### config.mk
export PLATFORM = sky130hd
export DESIGN_NAME = ordered_admission_throttle_unit
export DESIGN_NICKNAME = d
export VERILOG_FILES = /design/src/rtl/oat_pkg.sv /design/src/rtl/ordered_admission_throttle_unit.sv
export SDC_FILE = /design/constraint.sdc
export NUM_CORES = 1
export LEC_CHECK = 0
export BUFFER_PORTS_ARGS = -buffer_cell sky130_fd_sc_hd__buf_2
export CORE_MARGIN = 1.5
export CORE_UTILIZATION = 43
export DETAILED_ROUTE_END_ITERATION = 6
export HOLD_SLACK_MARGIN = 0.02
export PLACE_DENSITY_LB_ADDON = 0.12
export REMOVE_ABC_BUFFERS = 1
export SLEW_MARGIN = 20
export SYNTH_ARGS = -nofsm -noshare
export SYNTH_HDL_FRONTEND = slang
export SYNTH_SLANG_ARGS = --single-unit
### constraint.sdc
create_clock -name clk -period 5.9 [get_ports clk]
set_input_delay 0.295 -clock clk [delete_from_list [all_inputs] [get_ports clk]]
set_output_delay 0.295 -clock clk [all_outputs]
set_load 0.03 [all_outputs]
### src/rtl/oat_pkg.sv
// ----------------------------------------------------------------------------
// oat_pkg
// Types and codes shared by the ordered admission throttle.
// ----------------------------------------------------------------------------
package oat_pkg;

    localparam int LINK_W  = 6;
    localparam int COUNT_W = 6;
    localparam int TASK_W  = 5;

    localparam logic [LINK_W-1:0] NIL_LINK = 6'd63;

    localparam logic [1:0] KIND_APPEND = 2'd0;
    localparam logic [1:0] KIND_REMOVE = 2'd1;

    localparam logic [1:0] ST_RUN  = 2'd0;
    localparam logic [1:0] ST_THR  = 2'd1;
    localparam logic [1:0] ST_GONE = 2'd2;

    localparam logic [1:0] ERR_OK      = 2'd0;
    localparam logic [1:0] ERR_PRESENT = 2'd1;
    localparam logic [1:0] ERR_ABSENT  = 2'd2;

    typedef struct packed {
        logic [1:0]        kind;
        logic [TASK_W-1:0] task_id;
    } item_t;

    typedef struct packed {
        logic [TASK_W-1:0]  notice_task;
        logic [1:0]         new_state;
        logic               is_summary;
        logic [COUNT_W-1:0] running_count;
        logic [COUNT_W-1:0] throttled_count;
        logic [1:0]         error_code;
        logic               last;
    } result_t;

    typedef enum logic [3:0] {
        S_IDLE,
        S_APP_LINK,
        S_APP_TAIL,
        S_REM_FIX,
        S_REM_BND,
        S_REB,
        S_REB_NEXT,
        S_REB_PREV,
        S_EMIT_RD,
        S_EMIT_OUT,
        S_SUMMARY
    } fsm_t;

endpackage

### src/rtl/ordered_admission_throttle_unit.sv
// ----------------------------------------------------------------------------
// ordered_admission_throttle_unit
// Ordered task table with a running limit; the front tasks run, the rest wait.
// ----------------------------------------------------------------------------
// Usage:
//   An item (append, remove or rebalance) is taken when start is high and
//   busy is low. The block then walks its link memories and emits one beat
//   per task whose state changed, in order of first change, followed by a
//   summary beat with last set. Every beat appears on result for exactly one
//   cycle with result_strobe high; the receiver cannot stall it.
//   The user must write the limit through cfg_we/cfg_wdata only while the
//   block is idle; the block itself does not enforce this.
// Phases:
//   Operation phase for append and remove (none on error or rebalance), then
//   rebalance, which promotes tasks past the boundary or demotes tasks back
//   from the tail or boundary, then emission of the logged changes and the summary.
//   The single read port of each link memory sets the pace of the walk.
// Reset:
//   All tasks absent, limit 32, no beats pending; no clearing pass is needed.
// ----------------------------------------------------------------------------
module ordered_admission_throttle_unit #(
    parameter int MAX_TASKS = 32
) (
    input  logic                    clk,
    input  logic                    rst_n,
    input  logic                    start,
    output logic                    busy,
    input  oat_pkg::item_t          item,
    input  logic                    cfg_we,
    input  logic [5:0]              cfg_wdata,
    output logic                    result_strobe,
    output oat_pkg::result_t        result
);
    import oat_pkg::*;

    localparam int DEPTH = (MAX_TASKS < 32) ? MAX_TASKS : 32;
    localparam int IDX_W = $clog2(DEPTH);
    localparam int CNT_W = $clog2(DEPTH + 1);

    fsm_t state_reg, state_next;

    logic [TASK_W-1:0]  tid_reg, tid_next;
    logic [1:0]         err_reg, err_next;
    logic [1:0]         tid_st_reg, tid_st_next;
    logic               prom_reg, prom_next;
    logic [COUNT_W-1:0] limit_reg;
    logic [LINK_W-1:0]  last_reg, last_next;
    logic [LINK_W-1:0]  bnd_reg, bnd_next;
    logic [COUNT_W-1:0] run_reg, run_next;
    logic [COUNT_W-1:0] total_reg, total_next;
    logic [CNT_W-1:0]   cnt_reg;
    logic [CNT_W-1:0]   emit_idx_reg, emit_idx_next;
    logic [1:0]         status_reg [DEPTH];
    logic [DEPTH-1:0]   logged_reg;
    logic               strobe_reg, strobe_next;
    result_t            result_reg, result_next;

    logic [LINK_W-1:0]  next_mem [DEPTH];
    logic [LINK_W-1:0]  prev_mem [DEPTH];
    logic [IDX_W+1:0]   log_mem  [DEPTH];
    logic [LINK_W-1:0]  next_rd_reg, prev_rd_reg;
    logic [IDX_W+1:0]   log_rd_reg;

    logic [IDX_W-1:0]   next_raddr, prev_raddr, next_waddr, prev_waddr, log_raddr;
    logic               next_we, prev_we;
    logic [LINK_W-1:0]  next_wdata, prev_wdata;

    logic               chg_en;
    logic [IDX_W-1:0]   chg_task;
    logic [1:0]         chg_state;
    logic [IDX_W-1:0]   stat_addr;
    logic [1:0]         stat_rd;
    logic               log_we;
    logic               clear_log;
    logic               tid_ok;
    logic [IDX_W-1:0]   in_idx;
    logic [IDX_W-1:0]   tid_idx;
    logic [IDX_W-1:0]   log_task;
    logic [COUNT_W-1:0] thr_count;

    assign in_idx    = item.task_id[IDX_W-1:0];
    assign tid_idx   = tid_reg[IDX_W-1:0];
    assign log_task  = log_rd_reg[IDX_W+1:2];
    assign stat_rd   = status_reg[stat_addr];
    assign log_we    = chg_en && !logged_reg[chg_task];
    assign tid_ok    = (7'(item.task_id) < 7'(MAX_TASKS));
    assign thr_count = total_reg - run_reg;
    assign busy      = (state_reg != S_IDLE);
    assign result_strobe = strobe_reg;
    assign result        = result_reg;

    always_comb
    begin
        state_next    = state_reg;
        tid_next      = tid_reg;
        err_next      = err_reg;
        tid_st_next   = tid_st_reg;
        prom_next     = prom_reg;
        last_next     = last_reg;
        bnd_next      = bnd_reg;
        run_next      = run_reg;
        total_next    = total_reg;
        emit_idx_next = emit_idx_reg;
        strobe_next   = 1'b0;
        result_next   = result_reg;
        next_raddr    = bnd_reg[IDX_W-1:0];
        prev_raddr    = bnd_reg[IDX_W-1:0];
        next_we       = 1'b0;
        next_waddr    = tid_idx;
        next_wdata    = NIL_LINK;
        prev_we       = 1'b0;
        prev_waddr    = tid_idx;
        prev_wdata    = last_reg;
        log_raddr     = emit_idx_reg[IDX_W-1:0];
        chg_en        = 1'b0;
        chg_task      = tid_idx;
        chg_state     = ST_RUN;
        stat_addr     = tid_idx;
        clear_log     = 1'b0;

        unique case (state_reg)
            S_IDLE:
            begin
                stat_addr  = in_idx;
                next_raddr = in_idx;
                prev_raddr = in_idx;
                if (start)
                begin
                    clear_log   = 1'b1;
                    tid_next    = item.task_id;
                    tid_st_next = stat_rd;
                    prom_next   = 1'b0;
                    err_next    = ERR_OK;
                    state_next  = S_REB;
                    if (item.kind == KIND_APPEND)
                    begin
                        if (!tid_ok)
                            err_next = ERR_ABSENT;
                        else if (stat_rd != ST_GONE)
                            err_next = ERR_PRESENT;
                        else
                            state_next = S_APP_LINK;
                    end
                    else if (item.kind == KIND_REMOVE)
                    begin
                        if (!tid_ok || stat_rd == ST_GONE)
                            err_next = ERR_ABSENT;
                        else
                            state_next = S_REM_FIX;
                    end
                end
            end
            S_APP_LINK:
            begin
                next_we    = 1'b1;
                prev_we    = 1'b1;
                state_next = S_APP_TAIL;
            end
            S_APP_TAIL:
            begin
                if (last_reg != NIL_LINK)
                begin
                    next_we    = 1'b1;
                    next_waddr = last_reg[IDX_W-1:0];
                    next_wdata = LINK_W'(tid_reg);
                end
                last_next  = LINK_W'(tid_reg);
                total_next = total_reg + 1'b1;
                chg_en     = 1'b1;
                if (bnd_reg != NIL_LINK)
                    chg_state = ST_THR;
                else if (total_next > limit_reg)
                begin
                    bnd_next  = LINK_W'(tid_reg);
                    chg_state = ST_THR;
                end
                else
                    run_next = run_reg + 1'b1;
                state_next = S_REB;
            end
            S_REM_FIX:
            begin
                if (prev_rd_reg != NIL_LINK)
                begin
                    next_we    = 1'b1;
                    next_waddr = prev_rd_reg[IDX_W-1:0];
                    next_wdata = next_rd_reg;
                end
                if (next_rd_reg != NIL_LINK)
                begin
                    prev_we    = 1'b1;
                    prev_waddr = next_rd_reg[IDX_W-1:0];
                    prev_wdata = prev_rd_reg;
                end
                else
                    last_next = prev_rd_reg;
                total_next = total_reg - 1'b1;
                if (tid_st_reg == ST_RUN)
                begin
                    if (bnd_reg != NIL_LINK)
                    begin
                        chg_en    = 1'b1;
                        chg_task  = bnd_reg[IDX_W-1:0];
                        chg_state = ST_RUN;
                        stat_addr = bnd_reg[IDX_W-1:0];
                        prom_next = 1'b1;
                    end
                    else if (run_reg != '0)
                        run_next = run_reg - 1'b1;
                end
                else if (LINK_W'(tid_reg) == bnd_reg)
                    bnd_next = next_rd_reg;
                state_next = S_REM_BND;
            end
            S_REM_BND:
            begin
                if (prom_reg)
                    bnd_next = next_rd_reg;
                chg_en     = 1'b1;
                chg_state  = ST_GONE;
                state_next = S_REB;
            end
            S_REB:
            begin
                if (run_reg < limit_reg && bnd_reg != NIL_LINK)
                begin
                    chg_en     = 1'b1;
                    chg_task   = bnd_reg[IDX_W-1:0];
                    stat_addr  = bnd_reg[IDX_W-1:0];
                    chg_state  = ST_RUN;
                    run_next   = run_reg + 1'b1;
                    state_next = S_REB_NEXT;
                end
                else if (run_reg > limit_reg)
                begin
                    if (bnd_reg != NIL_LINK)
                        state_next = S_REB_PREV;
                    else if (last_reg == NIL_LINK)
                        state_next = S_EMIT_RD;
                    else
                    begin
                        bnd_next  = last_reg;
                        chg_en    = 1'b1;
                        chg_task  = last_reg[IDX_W-1:0];
                        stat_addr = last_reg[IDX_W-1:0];
                        chg_state = ST_THR;
                        run_next  = run_reg - 1'b1;
                    end
                end
                else
                    state_next = S_EMIT_RD;
                if (state_next == S_EMIT_RD)
                begin
                    emit_idx_next = '0;
                    if (cnt_reg == '0)
                        state_next = S_SUMMARY;
                end
            end
            S_REB_NEXT:
            begin
                bnd_next   = next_rd_reg;
                state_next = S_REB;
            end
            S_REB_PREV:
            begin
                if (prev_rd_reg == NIL_LINK)
                begin
                    emit_idx_next = '0;
                    state_next    = (cnt_reg == '0) ? S_SUMMARY : S_EMIT_RD;
                end
                else
                begin
                    bnd_next   = prev_rd_reg;
                    chg_en     = 1'b1;
                    chg_task   = prev_rd_reg[IDX_W-1:0];
                    stat_addr  = prev_rd_reg[IDX_W-1:0];
                    chg_state  = ST_THR;
                    run_next   = run_reg - 1'b1;
                    state_next = S_REB;
                end
            end
            S_EMIT_RD:
            begin
                state_next = S_EMIT_OUT;
            end
            S_EMIT_OUT:
            begin
                stat_addr = log_task;
                if (stat_rd != log_rd_reg[1:0])
                begin
                    strobe_next                 = 1'b1;
                    result_next.notice_task     = TASK_W'(log_task);
                    result_next.new_state       = stat_rd;
                    result_next.is_summary      = 1'b0;
                    result_next.running_count   = run_reg;
                    result_next.throttled_count = thr_count;
                    result_next.error_code      = ERR_OK;
                    result_next.last            = 1'b0;
                end
                emit_idx_next = emit_idx_reg + 1'b1;
                state_next    = (emit_idx_next == cnt_reg) ? S_SUMMARY : S_EMIT_RD;
            end
            S_SUMMARY:
            begin
                strobe_next                 = 1'b1;
                result_next.notice_task     = tid_reg;
                result_next.new_state       = ST_RUN;
                result_next.is_summary      = 1'b1;
                result_next.running_count   = run_reg;
                result_next.throttled_count = thr_count;
                result_next.error_code      = err_reg;
                result_next.last            = 1'b1;
                state_next                  = S_IDLE;
            end
            default:
            begin
                state_next = S_IDLE;
            end
        endcase
    end

    always_ff @(posedge clk or negedge rst_n)
    begin
        if (!rst_n)
        begin
            state_reg    <= S_IDLE;
            limit_reg    <= 6'd32;
            last_reg     <= NIL_LINK;
            bnd_reg      <= NIL_LINK;
            run_reg      <= '0;
            total_reg    <= '0;
            cnt_reg      <= '0;
            logged_reg   <= '0;
            strobe_reg   <= 1'b0;
            for (int i = 0; i < DEPTH; i++)
                status_reg[i] <= ST_GONE;
        end
        else
        begin
            state_reg  <= state_next;
            last_reg   <= last_next;
            bnd_reg    <= bnd_next;
            run_reg    <= run_next;
            total_reg  <= total_next;
            strobe_reg <= strobe_next;
            if (cfg_we)
                limit_reg <= cfg_wdata;
            if (clear_log)
            begin
                logged_reg <= '0;
                cnt_reg    <= '0;
            end
            else if (log_we)
            begin
                logged_reg[chg_task] <= 1'b1;
                cnt_reg              <= cnt_reg + 1'b1;
            end
            if (chg_en)
                status_reg[chg_task] <= chg_state;
        end
    end

    // payload and item context
    always_ff @(posedge clk)
    begin
        tid_reg      <= tid_next;
        err_reg      <= err_next;
        tid_st_reg   <= tid_st_next;
        prom_reg     <= prom_next;
        emit_idx_reg <= emit_idx_next;
        result_reg   <= result_next;
    end

    // link memories and change log, registered read
    always_ff @(posedge clk)
    begin
        if (next_we)
            next_mem[next_waddr] <= next_wdata;
        if (prev_we)
            prev_mem[prev_waddr] <= prev_wdata;
        if (log_we)
            log_mem[cnt_reg[IDX_W-1:0]] <= {chg_task, stat_rd};
        next_rd_reg <= next_mem[next_raddr];
        prev_rd_reg <= prev_mem[prev_raddr];
        log_rd_reg  <= log_mem[log_raddr];
    end

endmodule

==> results_dict.tcl, run 1 <==
set metrics [dict create \
    max_stage_delay_ns 0.82 \
    synth_cells 2637 \
    synth_seq_cells 802 \
    cp_cell_sequence "inv_1 -> ha_1 -> a21oi_1 -> nand3_1 -> a311o_1 -> a31oi_1 -> a21boi_2 -> nand3_1 -> o211ai_1 -> o2111ai_1 -> a31o_2 -> nor3_1" \
    critPathMostFrequentCell "nand3_1" \
    p_leak_nw 13.80 \
    syn_to_final_growth_pct 13.18 \
    clk_latency_ns 0.64 \
    top_level_ports 42 \
    critPathSlowestCell "a21boi_2" \
    status "complete, no violations" \
    p_per_area_nw_per_um2 574.3 \
    ys_seq_area_share_pct 66.04 \
    dr.first_iter.drc_count 1942 \
    async_reset_ff_share_pct 17.08 \
    clk_pin_slew_ns 0.06 \
    hold_class "in2reg" \
    rows 104 \
    grt_pass1_wl_um 140800 \
    avgSynthCellArea_um2 13.36 \
    core_area_um2 80810 \
    post-cts-setup-buffers 0 \
    root_buffer "clkbuf_16" \
    relSlewSlack_pct 25.69 \
    cts.htree.levels 3 \
    finalCritPeriodShare_pct 90.16 \
    synth_top_flop_cell "edfxtp_1" \
    cts_hold_buf 7 \
    grt_max_degree 104 \
    vias_per_cell 5.866 \
    synth_edf_count 646 \
    clk_path_buf_depth 3 \
    tightest_slew_ns 1.112 \
    grt_pass1_vias 22170 \
    ys_warn_count 0 \
    worstPathRequired_ns 6.15 \
    hold_violations 0 \
    antenna_found_initial 2 \
    cpLargestDelayFamily "compound AO/OA/AOI/OAI gates" \
    crit_path_end_kind "register" \
    final_cell_mix "edfxtp_1, nand2_1, nor2_1, a211oi_1, and2_1" \
    period_needed_ns 5.320 \
    max_freq_ghz 0.1880 \
    rsz0062_at_grt "no" \
    port_buffers 41 \
    ctsResizeCount 0 \
    crit_type "reg2reg" \
    track_usage_pct 22.43 \
    start_kind "register" \
    place_area_um2 36850 \
    postLayoutCoreUtil_pct 49.34 \
    overflow 0 \
    power.total_w 0.02290 \
    skew_ns 0.02422 \
    syn-cell-area_um2 35230 \
    slew_viol_final 0 \
    yosysUniqueCellTypes 88 \
    nets 2714 \
    stdcell_area_um2 39870 \
    dp.cells 3632 \
    cts_inserted_buffers 86 \
    layout_commonest_cell "edfxtp_1" \
    clock_sinks 802 \
    drcViolationCount 0 \
    die_h_um 289.2 \
    start_util_pct 43.60 \
    drive_gt1_share_pct 17.58 \
    setup_viol 0 \
    antennaDiodeCount 0 \
    arrival_ns 5.57 \
    tns_ns 0 \
    largest_reg_flops 224 \
    routed_wl_um 92940 \
    vdd_drop_max_uv 391.5 \
    first_pass_iters 7 \
    cap_violations 0 \
    hpwl_um 60450 \
    ant_nets 0 \
    die_area_um2 83650 \
    post_drt_wl_per_cell_um 24.45 \
    vias 22300 \
    instances_no_fill 3801 \
    gp_congestion 0.9393 \
    cts_tree "yes" \
    critPathBufInv 1 \
    die_x_um 289.2 \
    worstPathMaxFanout 21 \
]
## synth_stat cells (10+ instances only)
master	instances	area [um^2]
a211oi_1	140	1051
a21o_1	24	180.2
a21oi_1	103	515.5
a311oi_1	51	446.7
a31oi_1	64	400.4
and2_1	103	644.4
and3_1	12	75.07
buf_1	13	48.80
buf_2	21	105.1
clkbuf_1	136	510.5
dfrtp_1	92	2302
dfstp_2	45	1182
dfxtp_1	19	380.4
edfxtp_1	646	19400
ha_1	27	337.8
inv_1	48	180.2
mux2_2	84	945.9
mux2i_1	34	340.3
mux4_2	71	1599
nand2_1	324	1216
nand3_1	49	245.2
nand4_1	10	62.56
nor2_1	201	754.5
nor2b_1	10	62.56
nor3_1	25	125.1
nor4_1	10	62.56
o211ai_1	10	75.07
o21ai_0	60	300.3
o22ai_1	16	100.1
o31ai_1	11	82.58
or3_1	11	68.82
xnor2_1	22	192.7
xor2_1	12	105.1
## metrics by stage
step	worst slack (ns)	hold slack, ns
4_1_cts	0.6360	0.03032
5_1_grt	0.1955	0.07372
6_report	0.5805	0.07752
3_3_place_gp	0.7854	0.4513
3_5_place_dp	0.6080	0.4509
2_1_floorplan	-6.289	-0.0005911
## kinds of logic (layout without fill, tap and decap cells)
logic type	Yosys count	count (layout)	share of synthesized area [%]
flip-flops	802	802	66.04
AND/OR/NAND/NOR	800	800	10.45
AO/OA/AOI/OAI	555	555	10.85
buffers and inverters	228	332	2.582
multiplexers	190	190	8.222
XOR/XNOR	34	34	0.8453
adder cells (fa/ha/maj)	28	28	1.016
## layout make-up
cell class | instances | area [um^2]
Clock buffer | 116 | 2397
Clock inverter | 44 | 499.2
Fill cell | 6889 | 40940
Inverter | 52 | 195.2
Multi-Input combinational cell | 1607 | 11210
Sequential cell | 802 | 23260
Tap cell | 1060 | 1326
Timing Repair Buffer | 120 | 982.2
## power breakdown
part / switching [W] / internal, W / total, W
clock network: 0.00223 / 0.00326 / 0.00549
registers: 0.000621 / 0.00788 / 0.00851
logic: 0.00617 / 0.00273 / 0.00890
total: 0.00902 / 0.0139 / 0.0229
## path summary, 6_finish.rpt
| check | start | end | slack [ns] | cells after the start |
|---|---|---|---|---|
| min in group asynchronous | rst_n | total_reg[5] | 0.19 | 2 |
| worst max register to register | limit_reg[5] | log_mem[24][3] | 0.58 | 12 |
| worst min-delay path | cfg_we | limit_reg[5] | 0.08 | 2 |
| worst max-delay path | limit_reg[5] | log_mem[24][3] | 0.58 | 12 |
| worst min register to register | status_reg[25] | status_reg[25] | 0.46 | 2 |
| max in group asynchronous | rst_n | state_reg[0] | 4.86 | 3 |
## metal layers
metal | vias up | track usage [%] | wire length [um]
li1 | 10100 | - | -
met4 | 0 | 6.276 | 2268
met5 | - | 0 | 0
met3 | 140 | 2.850 | 4760
met1 | 11380 | 31.99 | 41160
met2 | 678 | 36.23 | 44750
(Power assumes the default switching activity.)
==> run 2: changes to the inputs <==
--- a/config.mk
+++ b/config.mk
@@ -11,7 +11,6 @@
 export DETAILED_ROUTE_END_ITERATION = 6
 export HOLD_SLACK_MARGIN = 0.02
 export PLACE_DENSITY_LB_ADDON = 0.12
-export REMOVE_ABC_BUFFERS = 1
 export SLEW_MARGIN = 20
 export SYNTH_ARGS = -nofsm -noshare
 export SYNTH_HDL_FRONTEND = slang
==> results_dict.tcl, run 2 (same netlist as run 1, synthesis figures left out) <==
set metrics [dict create \
    hold_class "in2reg" \
    r2r_cells 16 \
    period_needed_ns 5.549 \
    rows 104 \
    setup_viol 0 \
    grt_pass1_vias 22170 \
    hpwl_um 58530 \
    tns_ns 0 \
    worstPathMaxFanout 39 \
    slew_viol_final 0 \
    ctsResizeCount 0 \
    cap_violations 0 \
    max_freq_ghz 0.1802 \
    worstPathRequired_ns 6.42 \
    vias_per_cell 5.827 \
    port_buffers 41 \
    antennaDiodeCount 0 \
    status "complete, no violations" \
    tightest_slew_ns 1.078 \
    layout_commonest_cell "edfxtp_1" \
    clock_sinks 802 \
    finalCritPeriodShare_pct 94.05 \
    root_buffer "clkbuf_16" \
    first_pass_iters 7 \
    die_h_um 289.2 \
    postLayoutCoreUtil_pct 49.30 \
    grt_max_degree 193 \
    min_path_cells 3 \
    syn_nets 2682 \
    crit_type "reg2reg" \
    hold_violations 0 \
    relSlewSlack_pct 27.56 \
    rsz0062_at_grt "no" \
    cts_inserted_buffers 86 \
    final_cell_mix "edfxtp_1, nand2_1, nor2_1, a211oi_1, and2_1" \
    nets 2722 \
    post_drt_wl_per_cell_um 24.02 \
    track_usage_pct 22.22 \
    routed_wl_um 91480 \
    drcViolationCount 0 \
    cts_tree "yes" \
    vias 22200 \
    start_util_pct 43.60 \
    dr.first_iter.drc_count 2059 \
    skew_ns 0.04551 \
    clk_latency_ns 0.67 \
    core_area_um2 80810 \
    crit_path_end_kind "register" \
    largest_reg_flops 224 \
    p_leak_nw 13.77 \
    ant_nets 0 \
    p_per_area_nw_per_um2 570.0 \
    gp_congestion 0.9177 \
    clk_pin_slew_ns 0.06 \
    arrival_ns 6.07 \
    drive_gt1_share_pct 17.32 \
    grt_pass1_wl_um 140500 \
    die_x_um 289.2 \
    clk_path_buf_depth 3 \
    start_kind "register" \
    syn_to_final_growth_pct 13.10 \
    cts.htree.levels 3 \
    antenna_found_initial 5 \
    overflow 0 \
    vdd_drop_max_uv 511.8 \
    top_level_ports 42 \
    die_area_um2 83650 \
]
-- run 2: cell types whose count changed in the layout (fill, tap and decap cells not counted), sizes merged --
cell,previous run,this run
inv,50,49
clkinv,36,39
buf,113,107
clkbuf,116,113
bufinv,9,8
clkinvlp,1,3
dlygate4sd3,7,21
-- run 2: area by class of cell --
class	count	area [um^2]
clock inverters	47	584.3
flip-flops and latches	802	23260
clock buffers	113	2283
repair buffers	128	994.7
well taps	1060	1326
fillers	6960	40970
multi-input cells	1607	11190
inverters	52	196.4
-- run 2: repair_timing --
| action | CTS | global route |
|---|---|---|
| hold buffers | 21 | 0 |
| endpoints found under the hold margin | 56 | 0 |
| setup buffers | 0 | 0 |
-- run 2: final timing paths --
kind | slack, ns | to | from
max | 0.35 | err_reg[0] | limit_reg[5]
min | 0.05 | limit_reg[2] | cfg_we
max reg2reg | 0.35 | err_reg[0] | limit_reg[5]
min reg2reg | 0.47 | status_reg[25] | status_reg[25]
max in group asynchronous | 4.17 | status_reg[54] | rst_n
min in group asynchronous | 0.26 | limit_reg[1] | rst_n
-- run 2: where the power goes --
group,internal [W],switching [W]
combinational,0.00265,0.00613
clock,0.00312,0.00230
sequential,0.00789,0.000625
total,0.0137,0.00905
-- run 2: metrics by stage --
step                hold slack (ns)  cells  instance area (um^2)  power (W)  setup WS (ns)
detailed placement           0.3695   3627                 36750    0.01734         0.5552
global route                0.05405   3809                 39840    0.02389         0.1634
finish                      0.05371   3809                 39840    0.02271         0.3510
global placement             0.3549   3626                 36730    0.01723         0.6616
CTS                         0.02567   3808                 39830    0.02281         0.5139
floorplan                -0.0005911   2637                 35230    0.01409          1.131
-- run 2: critical path: stages (launching register included) --
cell           delay, ns
dfstp_2             0.52
inv_1               0.06
ha_1                0.32
a21oi_1             0.38
nand3_1             0.31
o311ai_1            0.46
o32a_1              0.34
buf_4               0.39
a31oi_1             0.08
a32oi_1             0.21
nor2_1              0.06
o41ai_1             0.65
or3_1               0.29
buf_4               0.49
nor2_1              0.11
nor3_1              0.15
dlygate4sd3_1       0.57
-- run 2: per-layer routing --
metal,up-vias,track usage [%],share of wire (%)
li1,10110,-,-
met1,11250,32.62,46
met2,682,34.93,46
met3,144,3.157,5.4
met4,8,5.482,2.3
met5,-,0,0.054
